--- config.mk ---
export PLATFORM = sky130hd
export DESIGN_NAME = ecdt_ctl
export DESIGN_NICKNAME = d
export VERILOG_FILES = /design/src/sv/ecdt_pkg.sv /design/src/sv/ecdt_ctl.sv
export SDC_FILE = /design/constraint.sdc
export NUM_CORES = 1
export LEC_CHECK = 0
export BUFFER_PORTS_ARGS = -buffer_cell sky130_fd_sc_hd__buf_2
export CAP_MARGIN = 0
export CORE_AREA = 4 4 41 43
export DETAILED_ROUTE_END_ITERATION = 8
export DIE_AREA = 0 0 45 47
export GPL_ROUTABILITY_DRIVEN = 1
export PLACE_DENSITY = 0.45
export SETUP_SLACK_MARGIN = 0.1
export SLEW_MARGIN = 0
export SYNTH_ARGS = -nofsm -noshare
export SYNTH_HDL_FRONTEND = slang
export SYNTH_SLANG_ARGS = --single-unit
--- constraint.sdc ---
create_clock -name clk -period 1.4 [get_ports clk]
set_input_delay 0.14 -clock clk [delete_from_list [all_inputs] [get_ports clk]]
set_output_delay 0.14 -clock clk [all_outputs]
set_load 0.05 [all_outputs]
--- src/sv/ecdt_pkg.sv ---
// Shared constants, types and small tables for the epoch-to-civil-datetime unit.
// Holds the reciprocal constants used for the divisions by constants.
// No dependencies.
package ecdt_pkg;

  localparam int unsigned STAGES = 7;

  // field widths
  localparam int unsigned EPOCH_W = 32;
  localparam int unsigned MS_W    = 10;
  localparam int unsigned YEAR_W  = 12;
  localparam int unsigned MONTH_W = 4;
  localparam int unsigned DOM_W   = 5;
  localparam int unsigned HOUR_W  = 5;
  localparam int unsigned MIN_W   = 6;
  localparam int unsigned SEC_W   = 6;

  // internal widths
  localparam int unsigned DAYS_W = 16;  // days since epoch, up to 49710
  localparam int unsigned SOD_W  = 17;  // second of day
  localparam int unsigned Z_W    = 20;  // days since 0000-03-01
  localparam int unsigned ERA_W  = 3;
  localparam int unsigned DOE_W  = 18;  // day of era
  localparam int unsigned YOE_W  = 9;   // year of era
  localparam int unsigned DOY_W  = 9;   // day of March-based year
  localparam int unsigned REM_W  = 12;  // second of hour
  localparam int unsigned Q36_W  = 3;
  localparam int unsigned Q100_W = 2;
  localparam int unsigned MP_W   = 4;

  localparam int unsigned SECS_PER_DAY = 86400;
  localparam int unsigned SECS_PER_HR  = 3600;
  localparam int unsigned SECS_PER_MIN = 60;
  localparam int unsigned DAY_SHIFT    = 719468;
  localparam int unsigned DAYS_PER_ERA = 146097;
  localparam int unsigned DAYS_PER_CEN = 36524;
  localparam int unsigned ERA_LAST_DAY = 146096;
  localparam int unsigned ERA_CMPS     = (1 << ERA_W) - 1;
  localparam int unsigned YEAR_MIN     = 1970;
  localparam int unsigned YEAR_MAX     = 2106;
  localparam int unsigned MILLIS_MAX   = 999;

  // 86400 = 2^7 * 675: shift first, then divide by 675
  localparam int unsigned SPD_SHIFT = 7;
  localparam int unsigned SPD_ODD   = 675;
  localparam int unsigned D675_SH   = 35;
  localparam longint unsigned D675_M = ((64'd1 << D675_SH) + SPD_ODD - 1) / SPD_ODD;
  localparam int unsigned D675_MW   = $clog2(D675_M + 1);
  localparam int unsigned D675_PW   = EPOCH_W - SPD_SHIFT + D675_MW;

  localparam int unsigned D1460_SH = 29;
  localparam longint unsigned D1460_M = ((64'd1 << D1460_SH) + 1459) / 1460;
  localparam int unsigned D1460_MW = $clog2(D1460_M + 1);
  localparam int unsigned D1460_PW = DOE_W + D1460_MW;
  localparam int unsigned Q1460_W  = 7;

  localparam int unsigned D365_SH = 27;
  localparam longint unsigned D365_M = ((64'd1 << D365_SH) + 364) / 365;
  localparam int unsigned D365_MW = $clog2(D365_M + 1);
  localparam int unsigned D365_PW = DOE_W + D365_MW;

  localparam int unsigned D3600_SH = 29;
  localparam longint unsigned D3600_M =
    ((64'd1 << D3600_SH) + SECS_PER_HR - 1) / SECS_PER_HR;
  localparam int unsigned D3600_MW = $clog2(D3600_M + 1);
  localparam int unsigned D3600_PW = SOD_W + D3600_MW;

  localparam int unsigned D60_SH = 18;
  localparam longint unsigned D60_M =
    ((64'd1 << D60_SH) + SECS_PER_MIN - 1) / SECS_PER_MIN;
  localparam int unsigned D60_MW = $clog2(D60_M + 1);
  localparam int unsigned D60_PW = REM_W + D60_MW;

  typedef struct packed {
    logic [STAGES-1:0] load;  // stage k takes new data at this edge
  } ecdt_ctl_t;

  // first day of March-based month mp within its year: (153*mp+2)/5
  function automatic logic [DOY_W-1:0] month_start(input logic [MP_W-1:0] mp);
    logic [DOY_W-1:0] ofs;
    case (mp)
      4'd0:    ofs = 9'd0;
      4'd1:    ofs = 9'd31;
      4'd2:    ofs = 9'd61;
      4'd3:    ofs = 9'd92;
      4'd4:    ofs = 9'd122;
      4'd5:    ofs = 9'd153;
      4'd6:    ofs = 9'd184;
      4'd7:    ofs = 9'd214;
      4'd8:    ofs = 9'd245;
      4'd9:    ofs = 9'd275;
      4'd10:   ofs = 9'd306;
      4'd11:   ofs = 9'd337;
      default: ofs = 9'd0;
    endcase
    return ofs;
  endfunction

endpackage

--- src/sv/ecdt_ctl.sv ---
// Stage valid bits and per-stage load enables for the datetime pipeline.
// A stage loads when it is empty or the stage after it moves. Uses ecdt_pkg.
module ecdt_ctl import ecdt_pkg::*; (
  input  logic      clk,
  input  logic      rst_n,
  input  logic      in_valid,
  output logic      in_ready,
  output logic      out_valid,
  input  logic      out_ready,
  output ecdt_ctl_t ctl
);

  logic [STAGES-1:0] v_r;
  logic [STAGES-1:0] v_nxt;
  logic [STAGES-1:0] v_prev;
  logic [STAGES:0]   rdy;

  assign v_prev = {v_r[STAGES-2:0], in_valid};

  always_comb begin
    rdy[STAGES] = out_ready;
    for (int i = STAGES - 1; i >= 0; i--) begin
      rdy[i] = ~v_r[i] | rdy[i+1];
    end
  end

  // hold a full stage whose successor is stalled, else take the upstream beat
  always_comb begin
    for (int i = 0; i < STAGES; i++) begin
      v_nxt[i] = rdy[i] ? v_prev[i] : v_r[i];
    end
  end

  always_ff @(posedge clk) begin
    if (!rst_n) begin
      v_r <= '0;
    end else begin
      v_r <= v_nxt;
    end
  end

  assign ctl.load  = rdy[STAGES-1:0];
  assign in_ready  = rdy[0];
  assign out_valid = v_r[STAGES-1];

endmodule

After elaboration in Yosys (flattened, before gate mapping)
Index checks and enable logic that the tools add are counted.
{ "word_totals": {"mem_bits_rw": 0, "wordCells": 21, "memories": 0, "in_bits": 4, "out_inout_bits": 9, "register_bits": 7, "mem_bits_ro": 0, "latchBits": 0} }
{ "op_classes": {"n_addsub": 0, "order_cmp": 0, "mux": 0, "n_shift": 0, "reduce_logical": 0, "n_div": 0, "n_eq_ne": 0, "n_bitwise": 14, "n_mul": 0} }
{ "op_table": {"columns": ["operator", "count"], "rows": [
  ["NOT 1 bit", 7],
  ["OR 1 bit", 7]
]} }

Depth between registers and ports, before layout
{ "depth": {"word_depth": 8, "ltp_mapped": 4, "ltp_nobuf": 3} }

Worst setup path before layout
Ideal clock, no wire load.
{ "synth_path": {"path_type": "reg-to-output", "start": "register v_r[6]", "end": "output port ctl[0] (netlist bit)", "t_required_ns": 1.260, "path_stages_with_launch": 5, "path_slack_ns": -0.569, "t_arrival_ns": 1.829, "path_buffers": 1, "path_cell_list": "dfxtp_1 > nand4b_4 > nor3_1 > inv_1 > buf_4"} }
{ "synth_rtl": {"columns": ["element", "line", "text"], "rows": [
  ["start: declaration", "ecdt_ctl.sv:13", "logic [STAGES-1:0] v_r;"],
  ["start signal: assignment", "ecdt_ctl.sv:38", "v_r <= v_nxt;"],
  ["end: declaration", "ecdt_ctl.sv:10", "output ecdt_ctl_t ctl"]
]} }

==> impl_metrics.py <==
metrics = {
    "clock_network": {
        "cts.clk_slew.worst_paths_ns": 0.05,
        "h-tree-depth": 1,
        "cts_made_buffers": 3,
        "clockRootBuffer": "clkbuf_4",
        "clockBufferDepth": 2,
        "clock-sinks": 7,
        "insertion_delay_ns": 0.25,
        "cts_hold_buffers": 0,
        "cts_tree": "yes",
    },
    "timing": {
        "clock_skew_ns": 0.00139,
        "max_freq_mhz": 726,
        "setup_viol": 0,
        "period_minus_slack_ns": 1.38,
        "final-max-slew-violation-count": 0,
        "rsz0062_at_grt": "true",
        "relSlewSlack_pct": 83.4,
        "worstMarginPinSlew_ns": 0.251,
        "period_share_pct": 98.3,
        "hold_violations": 0,
        "tns_ns": 0,
    },
    "logic_synthesis": {
        "syn_area_per_cell_sq_um": 9.27,
        "synth-compound-area-share_pct": 18.1,
        "synth_area_leaders": "dfxtp_1, nand4b_4, nand2_1, o21a_1, inv_1",
        "yosysUniqueCellTypes": 14,
        "synth_top_family_by_area": "simple AND/OR/NAND/NOR gates",
        "synthMuxAreaShare_pct": 0,
        "netlist.area_leader.share_pct": 47.3,
        "synth_area_leader_cell": "dfxtp_1",
        "synth_nets": 36,
        "postSynthCellCount": 32,
        "ys_seq_elements": 7,
        "synth-xor-area-share_pct": 0,
        "ys_seq_area_share_pct": 47.3,
        "synth_area_sq_um": 297,
        "synth-simple-area-share_pct": 25.7,
        "yosys_warnings": 0,
        "synthAdderAreaFrac_pct": 0,
    },
    "place": {
        "dpl_cell_area_sq_um": 388,
        "post-place-cells": 58,
        "gp_congestion": 0.631,
        "post-dp-hpwl_um": 428,
        "port_buffers": 12,
    },
    "pwr": {
        "power.share.clock_pct": 44.7,
        "swShare_pct": 20.2,
        "ir_drop_mv": 0.708,
        "p_sw_w": 0.0000808,
        "seqPwrFrac_pct": 51.1,
        "leakage_nw": 0.237,
        "power_frac_comb_pct": 4.2,
        "cell_internal_pwr_w": 0.000318,
        "power_density_nw_per_um2": 780,
    },
    "drt": {
        "ant_nets": 0,
        "wirelength_um": 628,
        "drt_iter0_markers": 7,
        "first_pass_iters": 4,
        "wire_per_inst_um": 9.24,
        "drc": 0,
        "vias": 292,
        "vias_per_cell": 4.29,
    },
    "job": {
        "cap_violations": 0,
    },
    "global_route": {
        "grt_pass1_vias": 200,
        "grt_overflow": 0,
        "groute.usage.overall_pct": 6.11,
        "antenna_found_initial": 0,
        "grt_max_degree": 9,
        "grt_pass1_wl_um": 862,
    },
    "cells_and_area": {
        "fin_cells": 68,
        "nFillCells": 145,
        "areaGrowthSynthToFinish_pct": 72.6,
        "largest_reg_flops": 7,
        "fin_nets": 58,
        "reg_top3": "v_r: 7 flops",
        "top_register": "v_r",
        "layout-drive-gt1-share_pct": 64.2,
        "fin_area_sq_um": 512,
        "multiInputGateArea_sq_um": 154,
        "ff_latch_area_sq_um": 150,
        "diodes": 0,
    },
    "floorplan": {
        "dieArea_sq_um": 2120,
        "initial_core_util_pct": 22.8,
        "dieHeight_um": 47,
        "pin_count": 13,
        "core_area_sq_um": 1300,
        "rows": 13,
        "die_w_um": 45,
    },
    "min_path": {
        "holdPathStages": 2,
        "hold_path_class": "primary input to flip-flop",
    },
    "critical_path": {
        "cp-end-kind": "primary output",
        "startpoint_type": "flip-flop",
        "cp.required_ns": 1.26,
        "critical_path_class": "flip-flop to primary output",
        "cp.arrival_ns": 1.24,
        "cp_max_fo": 5,
        "ff2ff_path_depth": 5,
    },
    "status": {
        "status": "finished clean",
    },
}
## area by class of cell
cell class	instances	area share (%)
clock buffers	4	5.13
inverters	5	4.16
repair buffers	18	27.6
flip-flops and latches	7	29.3
well taps	15	3.67
multi-input cells	19	30.1
## synth_stat cells, drive strengths merged
cell and number:
a21boi 2, a21oi 1, buf 1, dfxtp 7
inv 5, nand2 6, nand4b 1, nor2 1
nor2b 2, nor3 1, o21a 3, o31ai 1
or2 1
## cell usage in the layout (no fill, tap or decap)
master,synthesis,routed
nor2b_2,0,1
a21oi_1,1,1
inv_1,5,3
nand4b_4,1,1
o31ai_1,1,1
nor2b_1,2,1
inv_4,0,1
nor2_4,0,1
a21boi_2,1,1
dfxtp_1,7,3
inv_2,0,1
nand2_1,6,5
o21a_1,3,3
clkbuf_4,0,3
buf_6,0,1
dfxtp_4,0,2
buf_8,0,3
nor3_4,0,1
buf_4,1,6
nand2_2,0,1
clkbuf_1,0,1
a21boi_0,1,1
buf_2,0,8
or2_4,1,1
dfxtp_2,0,2
## critical path: stages, from the launching register on
cell,delay [ns]
dfxtp_4,0.36
nand4b_4,0.17
buf_4,0.18
buf_6,0.10
buf_4,0.18
## power by group through the flow
stage	registers (W)	logic (W)	clock network (W)
final	0.000204	0.0000168	0.000178
after floorplan	0.000210	0.00000796	0
after detailed placement	0.000210	0.0000161	0
after global placement	0.000210	0.0000160	0
after global routing	0.000204	0.0000186	0.000204
after CTS	0.000204	0.0000165	0.000187
## kinds of logic after synthesis
logic type | Yosys count
AOI/OAI and AO/OA | 7
buffers and inverters | 6
DFF | 7
and+or+nand+nor | 12
## repair_timing
| item | 4_1_cts | 5_1_grt |
|---|---|---|
| hold endpoints to repair | 0 | 0 |
| gates resized for setup | 8 | 13 |
| buffers inserted | 4 | 2 |
| pin swaps | 2 | 3 |
| endpoints found under the setup margin | 5 | 8 |
## path summary, 6_finish.rpt
path	slack, ns	end	from
max reg2reg	0.23	v_r[4]	v_r[6]
min	0.10	v_r[0]	in_valid
max	0.02	ctl[4]	v_r[6]
min reg2reg	0.45	v_r[3]	v_r[2]
## metrics by stage
stage | utilization, % | setup WS, ns | power (W) | hold WS [ns]
CTS | 35.9 | 0.0225 | 0.000408 | 0.0942
global placement | 29.8 | 0.134 | 0.000226 | 0.350
floorplan | - | -0.0137 | 0.000217 | 0.253
finish | 39.3 | 0.0234 | 0.000399 | 0.100
global route | 39.3 | -0.0541 | 0.000427 | 0.0878
detailed placement | 29.8 | 0.155 | 0.000226 | 0.354
## routing by layer
metal  up-vias  routed length [um]  track usage [%]
li1        144                   -                -
met1       133                 240             7.60
met5         -                   0                0
met2        15                 311             7.34
met3         0                  76             6.90
met4         0                   0                0
No activity file was read; power rests on OpenSTA's default activity.
