**config.mk**
```make
export PLATFORM = sky130hd
export DESIGN_NAME = ecdt_tod
export DESIGN_NICKNAME = d
export VERILOG_FILES = /design/src/sv/ecdt_pkg.sv /design/src/sv/ecdt_tod.sv
export SDC_FILE = /design/constraint.sdc
export NUM_CORES = 1
export LEC_CHECK = 0
export ABC_CLOCK_PERIOD_IN_PS = 4750
export BUFFER_PORTS_ARGS = -buffer_cell sky130_fd_sc_hd__buf_4
export CAP_MARGIN = 30
export CORE_MARGIN = 5
export CORE_UTILIZATION = 30
export DETAILED_ROUTE_END_ITERATION = 16
export MAX_ROUTING_LAYER = met4
export PLACE_DENSITY_LB_ADDON = 0.25
export SLEW_MARGIN = 10
export SYNTH_ARGS = -nofsm -noshare
export SYNTH_HDL_FRONTEND = slang
export SYNTH_SLANG_ARGS = --single-unit
```
**constraint.sdc**
```tcl
create_clock -name clk -period 4.75 [get_ports clk]
set_input_delay 0 -clock clk [delete_from_list [all_inputs] [get_ports clk]]
set_output_delay 0 -clock clk [all_outputs]
set_load 0.05 [all_outputs]
```
**src/sv/ecdt_pkg.sv**
```systemverilog
// Shared constants, types and small tables for the epoch-to-civil-datetime unit.
// Holds the reciprocal constants used for the divisions by constants.
// No dependencies.
package ecdt_pkg;

  localparam int unsigned STAGES = 7;

  // field widths
  localparam int unsigned EPOCH_W = 32;
  localparam int unsigned MS_W    = 10;
  localparam int unsigned YEAR_W  = 12;
  localparam int unsigned MONTH_W = 4;
  localparam int unsigned DOM_W   = 5;
  localparam int unsigned HOUR_W  = 5;
  localparam int unsigned MIN_W   = 6;
  localparam int unsigned SEC_W   = 6;

  // internal widths
  localparam int unsigned DAYS_W = 16;  // days since epoch, up to 49710
  localparam int unsigned SOD_W  = 17;  // second of day
  localparam int unsigned Z_W    = 20;  // days since 0000-03-01
  localparam int unsigned ERA_W  = 3;
  localparam int unsigned DOE_W  = 18;  // day of era
  localparam int unsigned YOE_W  = 9;   // year of era
  localparam int unsigned DOY_W  = 9;   // day of March-based year
  localparam int unsigned REM_W  = 12;  // second of hour
  localparam int unsigned Q36_W  = 3;
  localparam int unsigned Q100_W = 2;
  localparam int unsigned MP_W   = 4;

  localparam int unsigned SECS_PER_DAY = 86400;
  localparam int unsigned SECS_PER_HR  = 3600;
  localparam int unsigned SECS_PER_MIN = 60;
  localparam int unsigned DAY_SHIFT    = 719468;
  localparam int unsigned DAYS_PER_ERA = 146097;
  localparam int unsigned DAYS_PER_CEN = 36524;
  localparam int unsigned ERA_LAST_DAY = 146096;
  localparam int unsigned ERA_CMPS     = (1 << ERA_W) - 1;
  localparam int unsigned YEAR_MIN     = 1970;
  localparam int unsigned YEAR_MAX     = 2106;
  localparam int unsigned MILLIS_MAX   = 999;

  // 86400 = 2^7 * 675: shift first, then divide by 675
  localparam int unsigned SPD_SHIFT = 7;
  localparam int unsigned SPD_ODD   = 675;
  localparam int unsigned D675_SH   = 35;
  localparam longint unsigned D675_M = ((64'd1 << D675_SH) + SPD_ODD - 1) / SPD_ODD;
  localparam int unsigned D675_MW   = $clog2(D675_M + 1);
  localparam int unsigned D675_PW   = EPOCH_W - SPD_SHIFT + D675_MW;

  localparam int unsigned D1460_SH = 29;
  localparam longint unsigned D1460_M = ((64'd1 << D1460_SH) + 1459) / 1460;
  localparam int unsigned D1460_MW = $clog2(D1460_M + 1);
  localparam int unsigned D1460_PW = DOE_W + D1460_MW;
  localparam int unsigned Q1460_W  = 7;

  localparam int unsigned D365_SH = 27;
  localparam longint unsigned D365_M = ((64'd1 << D365_SH) + 364) / 365;
  localparam int unsigned D365_MW = $clog2(D365_M + 1);
  localparam int unsigned D365_PW = DOE_W + D365_MW;

  localparam int unsigned D3600_SH = 29;
  localparam longint unsigned D3600_M =
    ((64'd1 << D3600_SH) + SECS_PER_HR - 1) / SECS_PER_HR;
  localparam int unsigned D3600_MW = $clog2(D3600_M + 1);
  localparam int unsigned D3600_PW = SOD_W + D3600_MW;

  localparam int unsigned D60_SH = 18;
  localparam longint unsigned D60_M =
    ((64'd1 << D60_SH) + SECS_PER_MIN - 1) / SECS_PER_MIN;
  localparam int unsigned D60_MW = $clog2(D60_M + 1);
  localparam int unsigned D60_PW = REM_W + D60_MW;

  typedef struct packed {
    logic [STAGES-1:0] load;  // stage k takes new data at this edge
  } ecdt_ctl_t;

  // first day of March-based month mp within its year: (153*mp+2)/5
  function automatic logic [DOY_W-1:0] month_start(input logic [MP_W-1:0] mp);
    logic [DOY_W-1:0] ofs;
    case (mp)
      4'd0:    ofs = 9'd0;
      4'd1:    ofs = 9'd31;
      4'd2:    ofs = 9'd61;
      4'd3:    ofs = 9'd92;
      4'd4:    ofs = 9'd122;
      4'd5:    ofs = 9'd153;
      4'd6:    ofs = 9'd184;
      4'd7:    ofs = 9'd214;
      4'd8:    ofs = 9'd245;
      4'd9:    ofs = 9'd275;
      4'd10:   ofs = 9'd306;
      4'd11:   ofs = 9'd337;
      default: ofs = 9'd0;
    endcase
    return ofs;
  endfunction

endpackage

```
**src/sv/ecdt_tod.sv**
```systemverilog
// Time-of-day datapath: stages one to six, aligned with the date stages.
// Splits the second of day into hour, minute, second; carries milliseconds. Uses ecdt_pkg.
module ecdt_tod import ecdt_pkg::*; (
  input  logic               clk,
  input  ecdt_ctl_t          ctl,
  input  logic [EPOCH_W-1:0] epoch_seconds,
  input  logic [MS_W-1:0]    millis_in,
  input  logic [DAYS_W-1:0]  days,
  output logic [HOUR_W-1:0]  hour,
  output logic [MIN_W-1:0]   minute,
  output logic [SEC_W-1:0]   second,
  output logic [MS_W-1:0]    millis
);

  logic [MS_W-1:0] ms_r [STAGES-1];

  // carry the millisecond field alongside the date stages
  always_ff @(posedge clk) begin
    if (ctl.load[0]) ms_r[0] <= millis_in;
    for (int i = 1; i < STAGES - 1; i++) begin
      if (ctl.load[i]) ms_r[i] <= ms_r[i-1];
    end
  end
  assign millis = ms_r[STAGES-2];

  // stage 1: keep the low bits; second of day fits them
  logic [SOD_W-1:0] seclo1_r;

  always_ff @(posedge clk) begin
    if (ctl.load[0]) seclo1_r <= epoch_seconds[SOD_W-1:0];
  end

  // stage 2: sod = secs - days*86400, modulo 2^17
  logic [SOD_W-1:0] sod_c;
  logic [SOD_W-1:0] sod2_r;

  assign sod_c = seclo1_r - SOD_W'(days) * SOD_W'(SECS_PER_DAY);

  always_ff @(posedge clk) begin
    if (ctl.load[1]) sod2_r <= sod_c;
  end

  // stage 3: hour = sod / 3600
  logic [D3600_PW-1:0] d3600_prod;
  logic [SOD_W-1:0]    sod3_r;
  logic [HOUR_W-1:0]   hour3_r;

  assign d3600_prod = D3600_PW'(sod2_r) * D3600_PW'(D3600_M);

  always_ff @(posedge clk) begin
    if (ctl.load[2]) begin
      sod3_r  <= sod2_r;
      hour3_r <= d3600_prod[D3600_SH +: HOUR_W];
    end
  end

  // stage 4: second of hour
  logic [SOD_W-1:0]  rem_c;
  logic [HOUR_W-1:0] hour4_r;
  logic [REM_W-1:0]  rem4_r;

  assign rem_c = sod3_r - SOD_W'(hour3_r) * SOD_W'(SECS_PER_HR);

  always_ff @(posedge clk) begin
    if (ctl.load[3]) begin
      hour4_r <= hour3_r;
      rem4_r  <= rem_c[REM_W-1:0];
    end
  end

  // stage 5: minute = rem / 60
  logic [D60_PW-1:0] d60_prod;
  logic [HOUR_W-1:0] hour5_r;
  logic [REM_W-1:0]  rem5_r;
  logic [MIN_W-1:0]  min5_r;

  assign d60_prod = D60_PW'(rem4_r) * D60_PW'(D60_M);

  always_ff @(posedge clk) begin
    if (ctl.load[4]) begin
      hour5_r <= hour4_r;
      rem5_r  <= rem4_r;
      min5_r  <= d60_prod[D60_SH +: MIN_W];
    end
  end

  // stage 6: second of minute
  logic [REM_W-1:0]  sec_c;
  logic [HOUR_W-1:0] hour6_r;
  logic [MIN_W-1:0]  min6_r;
  logic [SEC_W-1:0]  sec6_r;

  assign sec_c = rem5_r - REM_W'(min5_r) * REM_W'(SECS_PER_MIN);

  always_ff @(posedge clk) begin
    if (ctl.load[5]) begin
      hour6_r <= hour5_r;
      min6_r  <= min5_r;
      sec6_r  <= sec_c[SEC_W-1:0];
    end
  end

  assign hour   = hour6_r;
  assign minute = min6_r;
  assign second = sec6_r;

endmodule

```
# Word-level counts from Yosys, hierarchy flattened
# Memories as Yosys holds them, arrays and structs flattened.
# Cells that the tools add are included.
# totals
reg_bits	102
mem_bits_rw	60
inputBits	66
out_inout_bits	27
wordCells	33
n_memories	1
# mem_list
name	words	width	rd	rd_ports_with_merged_regs	wr	line_no	source
ms_r	6	10	6	0	6	ecdt_tod.sv:15	logic [MS_W-1:0] ms_r [STAGES-1];
# op_classes
addsub	3
n_mul	5
muxes	12
# ops
cell	n
multiplier 17 x 18 -> 34 bit (second input constant)	1
multiplier 12 x 12 -> 23 bit (second input constant)	1
subtractor 17 bit	1
multiplier 16 x 10 -> 10 bit (second input constant)	1
2-to-1 mux 1 bit	12
subtractor 12 bit	1
multiplier 5 x 8 -> 8 bit (second input constant)	1
multiplier 6 x 4 -> 4 bit (second input constant)	1
subtractor 6 bit	1

# Logic depth before layout (Yosys ltp)
# Gate-level depths: netlist of run 1.
# logic_depth
depth_word	2
depth_mapped	20
ltp_nobuf	20

# Least setup slack after synthesis of run 1
# Ideal clock, no wire load.
# synth_path
path_kind	register -> register
startpoint	register sod2_r[9]
endpoint	register hour3_r[0] (data pin)
setup_ns	0.270
arrival_time_ns	4.958
required_ns	4.480
path_slack_ns	-0.479
path_stages_with_launch	21
path_buffers	0
synth_period_minus_slack_ns	5.229
path_cell_list	edfxtp_1 inv_1 ha_1 inv_1 ha_1 fa_1 inv_1 fa_1 inv_1 fa_1 inv_1 fa_1 inv_1 ha_1 a2111oi_2 o21ai_1 a31o_2 a2111oi_4 o41ai_1 a31oi_1 o311ai_1
# synth_via
elab_chain_cells	1
# synth_rtl
item	line_no	source
start: declaration	ecdt_tod.sv:35	logic [SOD_W-1:0] sod2_r;
start signal: assignment	ecdt_tod.sv:40	if (ctl.load[1]) sod2_r <= sod_c;
multiplier 17 x 18 -> 34 bit	ecdt_tod.sv:48	assign d3600_prod = D3600_PW'(sod2_r) * D3600_PW'(D3600_M);
via d3600_prod[29]	ecdt_tod.sv:44	logic [D3600_PW-1:0] d3600_prod;
end signal: assignment	ecdt_tod.sv:53	hour3_r <= d3600_prod[D3600_SH +: HOUR_W];
end: declaration	ecdt_tod.sv:46	logic [HOUR_W-1:0] hour3_r;
# The timed path passes the listed nets, and every way through them passes these cells.
# A chain may end at the register's enable or synchronous reset.

# Worst setup path after layout of run 1
# layout_path
startpoint	register sod2_r[14]
endpoint	register hour3_r[0] (data pin)
# The elaborated chain is that of the path after synthesis.

==> metrics, run 1 <==
HPWL after DPL=19,300 um; global-route wire length before repair=38,400 um; number of remaining DRC errors=0; crit path capture type=register; Multi-input gate area=0.00664 sq mm; vias per cell=4.21; Area Growth Syn to Fin=25.2%; Fin. Hold Viols=0; WL per Instance=14.0 um; clock transition at the registers of the reported paths=70 ps; htree depth=4; Worst-Margin Slew=500 ps; Worst-Skew Late Latency=430 ps; CP startpoint kind=register; Req. time, crit path=4920 ps; chip width=210 um; number of buffers on the longest clock path=2; async set or reset register ratio after synthesis=0; flip-flop and latch area=0.00486 sq mm; post-route cell area=0.0151 sq mm; DRT Pass-1 Iters=4; total congestion overflow=0; synth top area cells=edfxtp_1 (40%), ha_1 (27%), fa_1 (14%); met1 Resource Use GR=0.143; Post-Syn Instances=938; Reg-to-Reg Start=sod2_r[14]; fill count=3,802; Min Hold Slack=28.1 ps; vias in the first global route=7,517; RePlAce Congestion=0.877; pre-CTS setup slack=-309 ps; Core ar.=0.0397 sq mm; buffers added on ports=70; status=finished, violations left; max frequency=0.196 GHz; Synth Area in Adders=0.405; CTS tree=yes; met2 GRT Util=0.188; nets@finish=1,540; main combinational cell family by area after synthesis=adder cells; Mean Syn Cell Area=12.8 sq um; CTS root buf=clkbuf_16; initial DRC count=211; clock sinks=162; Post-synth EDFFs=162; register area share after synthesis=0.405; Synth Area in XOR/XNOR=0.0342; total number of vias=7,046; post-synth top area share=0.405; Placement Cell Area=0.0138 sq mm; Mapped Area=0.0120 sq mm; worst min-delay path class=in2reg; CP Class=reg2reg; failing checks=setup timing; most frequent cells in the layout=ha_1 (236), inv_1 (215), edfxtp_1 (162); Antenna diodes=0; Slew Limit Fails=0; critical path arrival=5270 ps; CTS Buf Count=17; peak fanout along the critical path=3; Ports=93; Worst slew margin=0.666; Total Wirelength=23,400 um; initial antenna violation count=0; leading area contributor after synthesis=edfxtp_1; max cap viols=0; yosys warns=0; Compound-Gate Fraction of Synth Area=0.0561; fin crit period=5090 ps; final period utilization=1.07; Netlist cell types=48; GRT Total Usage=0.113; endpoints failing setup=4; mux cell area share after synthesis=0.000833; grt peak-use layer=met2; unrepaired setup endpoints after global routing=true; HP Start=ctl[0]; Synth Flop Type=edfxtp_1; Vert. Die Dim=210 um; Yosys reg bits=162; final worst slack=-344 ps; final setup skew=10.3 ps; die area=0.0442 sq mm; met3 usage=0.0207; critical path startpoint=sod2_r[14]; number of core rows=73; ANT nets after route=0; largest net degree at the start of global routing=28; share of cells above drive strength 1=0.212; Starting Density=0.303; Net Count, Synth=1,344; Synth Area in Simple Gates=0.0288; most common cell after layout, fill and taps aside=ha_1
==> metal layers <==
metal | vias to the layer above | wire length, um
li1 | 3603 | -
met1 | 3364 | 10900
met2 | 60 | 11600
met3 | 19 | 588
met4 | 0 | 331
met5 | - | 0
==> sequential cells by signal, summed over array words and instances, names as in the netlist, 6 cells and up <==
register and count:
min5_r 6, seclo1_r 17, minute 6, second 6
sod2_r 17, rem5_r 6, sod3_r 12, rem4_r 12
ms_r 60
==> path summary, 6_finish.rpt <==
| path | end | slack (ps) | cells past startpoint |
|---|---|---|---|
| setup / recovery | hour3_r[0] | -340 | 18 |
| hold / removal | seclo1_r[16] | 30 | 1 |
| setup reg to reg | hour3_r[0] | -340 | 18 |
| hold reg to reg | ms_r[3][0] | 410 | 0 |
==> cell usage after synthesis, drive strengths merged, types with 7 or more instances <==
cell,count
inv,223
a21oi,30
xnor2,34
nor2,17
xor2,13
edfxtp,162
nor3,7
nand2,17
ha,258
a21o,11
o21ai,15
fa,82
==> layout make-up <==
class,instances,share of cell area
sequential,162,0.323
clock inverter,15,0.0127
inverter,223,0.0556
timing repair buffer,178,0.0952
clock buffer,17,0.0283
multi-input combinational,552,0.441
tap,525,0.0436
==> per-stage QoR <==
| step | setup TNS, ps | instances | utilization |
|---|---|---|---|
| floorplan | -118 | 938 | - |
| global placement | -864 | 1593 | 0.346 |
| detailed placement | -1220 | 1593 | 0.346 |
| CTS | -749 | 1660 | 0.372 |
| global route | -2060 | 1672 | 0.379 |
| finish | -991 | 1672 | 0.379 |
==> worst max-delay path, stage by stage, from the launching register on <==
cell       delay [ps]
edfxtp_1          490
ha_4              230
fa_2              380
fa_1              480
inv_1              50
fa_1              480
inv_1              50
fa_1              490
inv_2              40
fa_2              510
inv_1              60
ha_4              160
a2111oi_2         300
o21ai_1           110
a31o_2            240
a2111oi_4         340
o41ai_1           150
a31oi_1           170
o311ai_1          110
==> cell families after synthesis <==
logic type,after synthesis
adders and majority gates,340
buffers and inverters,224
DFF,162
AOI/OAI and AO/OA,95
and+or+nand+nor,69
xor gates and xnor gates,47
muxes,1
==> repair_timing <==
| item | in CTS | in global routing |
|---|---|---|
| pin swaps | 9 | 26 |
| hold buffers | 31 | 0 |
| endpoints found under the setup margin | 5 | 5 |
| endpoints found under the hold margin | 135 | 0 |
| gates resized for setup | 11 | 28 |
| buffers inserted | 4 | 12 |
Power of run 1 is left out: the tool's default activity adds up to more than one toggle a clock period on the data nets, which glitch-free logic cannot reach.
==> run 2: changes to the inputs <==
Settings changed: CORE_MARGIN 5 to 10, SETUP_SLACK_MARGIN set to 0.1.
==> metrics, run 2 (synthesis gave the netlist of run 1 again) <==
initial DRC count=187 (-11%); initial antenna violation count=0 (unchanged); largest net degree at the start of global routing=28 (unchanged); clock sinks=162 (unchanged); unrepaired setup endpoints after global routing=true; vias per cell=4.16 (-1.3%); final setup skew=10.6 ps (+0.280 ps); WL per Instance=14.3 um (+1.8%); Hold Crit Depth=1 (unchanged); status=finished, violations left; Worst slew margin=0.711 (+0.0444); Reg-to-Reg Start=sod2_r[16]; most frequent cells in the layout=ha_1 (240), inv_1 (216), edfxtp_1 (162); biggest regs=ms_r x60, seclo1_r x17, sod2_r x17; number of remaining DRC errors=0 (unchanged); clock transition at the registers of the reported paths=70 ps (about the same); peak fanout along the critical path=4 (+1); most used cell, CP=fa_1; crit path capture type=register; htree depth=4 (unchanged); Total Wirelength=23,800 um (+1.5%); vias in the first global route=7,407 (-1.5%); die area=0.0485 sq mm (+9.7%); CP startpoint kind=register; Starting Density=0.303 (+0.000697); fill count=3,881 (+2.1%); HP Start=ctl[1]; final worst slack=-273 ps (+70.7 ps); CTS Buf Count=17 (unchanged); critical path startpoint=sod2_r[16]; CP Class=reg2reg; chip width=220 um (+4.8%); final period utilization=1.06 (-0.0149); number of core rows=73 (unchanged); Worst-Margin Slew=434 ps (-66.7 ps); Slowest-stage cell, CP=fa_2; max cap viols=0 (unchanged); total congestion overflow=0 (unchanged); endpoints failing setup=5 (+1); Req. time, crit path=4930 ps (about the same); Ports=93 (unchanged); Area Growth Syn to Fin=24.1%; CTS tree=yes; Worst-Skew Late Latency=440 ps (about the same); total number of vias=6,930 (-1.6%); number of buffers on the longest clock path=2 (unchanged); Reg with most FFs=ms_r; nets@finish=1,534 (-0.39%); failing checks=setup timing; crit-path cells=ha_4 -> fa_2 -> fa_1 -> inv_1 -> fa_1 -> inv_1 -> fa_1 -> inv_2 -> fa_2 -> inv_2 -> ha_4 -> a2111oi_4 -> o21ai_1 -> a31o_2 -> a2111oi_4 -> o41ai_2 -> a31oi_1 -> o311ai_1; CTS root buf=clkbuf_16; Core ar.=0.0396 sq mm (-0.23%); Fin. Hold Viols=0 (unchanged); DRT Pass-1 Iters=4 (unchanged); HPWL after DPL=19,700 um (+2.2%); RePlAce Congestion=0.876 (-0.10%); Antenna diodes=0 (unchanged); Min Hold Slack=25.5 ps (-2.60 ps); ANT nets after route=0 (unchanged); Vert. Die Dim=220 um (+4.8%); max reg flops=60 (unchanged); most common cell after layout, fill and taps aside=ha_1; GRT Total Usage=0.106 (-0.00627); global-route wire length before repair=38,900 um (+1.5%); critical path arrival=5200 ps (-70 ps); Slew Limit Fails=0 (unchanged); buffers added on ports=70 (unchanged); fin crit period=5020 ps (-70.7 ps); Largest stage delay, worst path=520 ps (about the same); max frequency=0.199 GHz (+1.4%); share of cells above drive strength 1=0.200 (-0.0120); worst min-delay path class=in2reg; Worst Reg-to-Reg Cells=18 (unchanged)
[run 2: cell count changes in the layout (fill, tap and decap cells not counted), sizes merged]
| cell | delta |
|---|---|
| buf | -6 |
| bufinv | -1 |
| inv | +1 |
[run 2: critical path: cells and delay by family, from the launching register on]
kind	cells	cell delay, ps
compound gates	7	1360
flops	1	510
buf+inv	4	190
fa+ha+maj	7	2730
[run 2: worst paths after layout]
kind	endpoint	slack, ps
setup / recovery	hour3_r[0]	-270
hold / removal	ms_r[1][4]	30
setup reg to reg	hour3_r[0]	-270
hold reg to reg	ms_r[2][1]	410
[run 2: layout make-up]
class,count,area [sq um],share of cell area
timing repair buffer,172,1370,0.0918
multi-input combinational,552,6600,0.442
clock buffer,17,425,0.0285
inverter,223,837,0.0561
sequential,162,4860,0.326
tap,525,657,0.0440
clock inverter,15,165,0.0111
[run 2: per-layer routing]
metal / share of wire / global-route usage
met3: 0.021 / 0.0205
met2: 0.50 / 0.177
met4: 0.010 / 0.0260
met5: 0 / -
met1: 0.47 / 0.131
[run 2: what timing repair did]
item	CTS	global route
setup buffers	7	2
endpoints found under the setup margin	5	5
gates resized for setup	16	8
pin swaps	16	3
hold endpoints to repair	135	0
hold buffers	31	0
[run 2: stage by stage]
stage	instances	utilization	cell area [sq um]	TNS [ps]	setup slack, ps
final	1666	0.376	14900	-644	-273
after global routing	1666	0.376	14900	-1830	-499
after CTS	1664	0.375	14900	-785	-269
after detailed placement	1594	0.347	13800	-906	-293
after global placement	1594	0.347	13800	-667	-216
after floorplan	938	-	12100	-118	-118
Power of run 2 is left out for the same reason.
==> run 3: changes to the inputs <==
Settings changed: ABC_AREA set to 1, ABC_CLOCK_PERIOD_IN_PS 4750 to not set.
==> metrics, run 3 <==
most frequent cells in the layout=inv_1 (254), ha_1 (239), edfxtp_1 (162); CP Class=reg2reg; Core ar.=0.0420 sq mm (+6.1%); synth top area cells=edfxtp_1 (38%), ha_1 (25%), fa_1 (13%); main combinational cell family by area after synthesis=adder cells; Worst slew margin=0.621 (-0.0897); Placement Cell Area=0.0143 sq mm (+3.5%); number of remaining DRC errors=0 (unchanged); HP Start=days[0]; Mapped Area=0.0128 sq mm (+6.5%); Largest stage delay, worst path=540 ps (+20 ps); initial DRC count=287 (+53%); Worst-Skew Late Latency=430 ps (about the same); DRT Pass-1 Iters=5 (+1); Post-Syn Instances=1,190 (+27%); die area=0.0513 sq mm (+5.9%); max cap viols=0 (unchanged); unrepaired setup endpoints after global routing=true; Synth Area in XOR/XNOR=0.0246 (-0.00962); crit path capture type=register; endpoints failing setup=0 (-5); fill count=4,122 (+6.2%); Total Wirelength=27,600 um (+16%); critical path startpoint=sod2_r[15]; register area share after synthesis=0.380 (-0.0248); final setup skew=11.7 ps (+1.16 ps); Net Count, Synth=1,596 (+19%); share of cells above drive strength 1=0.159 (-0.0411); vias per cell=4.39 (+5.5%); yosys warns=0 (unchanged); Slowest-stage cell, CP=fa_1; peak fanout along the critical path=4 (unchanged); fin crit period=4590 ps (-432 ps); clock transition at the registers of the reported paths=70 ps (about the same); final period utilization=0.967 (-0.0909); Slew Limit Fails=0 (unchanged); Fin. Hold Viols=0 (unchanged); Netlist cell types=31 (-35%); RePlAce Congestion=0.877 (about the same); most used cell, CP=fa_1; mux cell area share after synthesis=0 (-0.000833); total number of vias=8,367 (+21%); Synth Area in Adders=0.380 (-0.0248); global-route wire length before repair=45,100 um (+16%); Vert. Die Dim=227 um (+2.9%); Antenna diodes=0 (unchanged); Area Growth Syn to Fin=22.3%; Compound-Gate Fraction of Synth Area=0.0491 (-0.00705); synth cell count leaders=inv_1 (263), ha_1 (258), nand2_1 (164); status=completed; Worst-Margin Slew=568 ps (+134 ps); leading area contributor after synthesis=edfxtp_1; HPWL after DPL=23,100 um (+17%); post-route cell area=0.0157 sq mm (+4.9%); worst min-delay path class=in2reg; final worst slack=159 ps (+432 ps); cell family with most CP delay=adder cells; CTS Buf Count=17 (unchanged); Synth Flop Type=edfxtp_1; chip width=227 um (+2.9%); Mean Syn Cell Area=10.8 sq um (-16%); async set or reset register ratio after synthesis=0 (unchanged); Starting Density=0.305 (+0.00135); Post-synth EDFFs=162 (unchanged); CTS tree=yes; vias in the first global route=8,832 (+19%); largest net degree at the start of global routing=28 (unchanged); crit-path cells=inv_2 -> ha_4 -> fa_1 -> inv_2 -> fa_1 -> fa_1 -> fa_1 -> inv_1 -> fa_1 -> inv_2 -> ha_4 -> a21oi_4 -> o21ai_2 -> a21oi_1 -> nor2_1 -> nor2_1 -> nand2_1 -> nand2_1 -> nand2_1; total congestion overflow=0 (unchanged); GRT Total Usage=0.115 (+0.00865); pre-CTS setup slack=-21.8 ps (+272 ps); Synth Area in Simple Gates=0.0878 (+0.0589); critical path arrival=4780 ps (-420 ps); most common cell after layout, fill and taps aside=inv_1; biggest regs=ms_r x60, seclo1_r x17, sod2_r x17; buffers added on ports=70 (unchanged); Reg-to-Reg Start=sod2_r[15]; htree depth=4 (unchanged); Reg with most FFs=ms_r; initial antenna violation count=0 (unchanged); CP startpoint kind=register; number of core rows=75 (+2.7%); clock sinks=162 (unchanged); count leader, synth=inv_1; buffers plus inverters on the worst setup path=4 (unchanged); post-synth top area share=0.380 (-0.0248); ANT nets after route=0 (unchanged); Yosys reg bits=162 (unchanged); Ports=93 (unchanged); Req. time, crit path=4940 ps (about the same); CTS root buf=clkbuf_16; max frequency=0.218 GHz (+9.4%); WL per Instance=14.5 um (+1.6%); number of buffers on the longest clock path=2 (unchanged); nets@finish=1,760 (+15%); max reg flops=60 (unchanged)
==> run 3: cell types whose count changed in the layout (fill, tap and decap cells not counted), moves of 11 or more <==
cell	change
buf_4	-31
nand2_1	+139
xor2_1	+11
xnor2_1	-22
a21oi_1	+24
nor2_1	+25
nand3_1	+27
o21ai_1	+22
inv_1	+38
==> run 3: final timing paths <==
kind,end,slack (ps),cells past startpoint
setup reg to reg,hour3_r[0],160,19
setup / recovery,hour3_r[0],160,19
hold / removal,sod2_r[7],30,3
hold reg to reg,ms_r[5][8],420,0
==> run 3: repair_timing <==
action	CTS	global route
setup endpoints to repair	5	5
hold endpoints to repair	157	0
resized for setup	23	48
hold buffers	33	0
buffers inserted	8	7
pin swaps	19	34
==> run 3: cell families (layout without fill, tap and decap cells) <==
family,after synthesis,count (layout)
adders and majority gates,340,340
and+or+nand+nor,269,269
buffers and inverters,267,444
DFF,162,162
AOI/OAI and AO/OA,116,116
xor gates and xnor gates,36,36
==> run 3: area by class of cell <==
class / instances / area (sq um) / share of cell area
timing repair buffer: 145 / 1180 / 0.0753
inverter: 267 / 1000 / 0.0640
tap: 539 / 674 / 0.0431
sequential: 162 / 4860 / 0.311
clock inverter: 15 / 169 / 0.0108
clock buffer: 17 / 425 / 0.0272
multi-input combinational: 761 / 7340 / 0.469
==> run 3: layer usage <==
layer,vias up,part of all wire,global-route usage,routed length (um)
li1,4287,-,-,-
met1,3961,0.45,0.135,12500
met2,99,0.51,0.201,14200
met3,20,0.025,0.0222,678
met4,0,0.010,0.0236,275
met5,-,0,-,0
==> run 3: per-stage QoR <==
stage	TNS [ps]	hold slack, ps	cells	util
after detailed placement	-53.1	179	1826	0.339
final	0	34.1	1906	0.372
after floorplan	0	98.9	1190	-
after global placement	-13.5	179	1826	0.339
after CTS	0	20.4	1899	0.365
after global routing	-53.6	26.9	1906	0.372
==> run 3: worst min-delay path: stages <==
cell and delay [ps]:
buf_4 120, ha_1 150, inv_1 40
Power of run 3 is left out for the same reason.
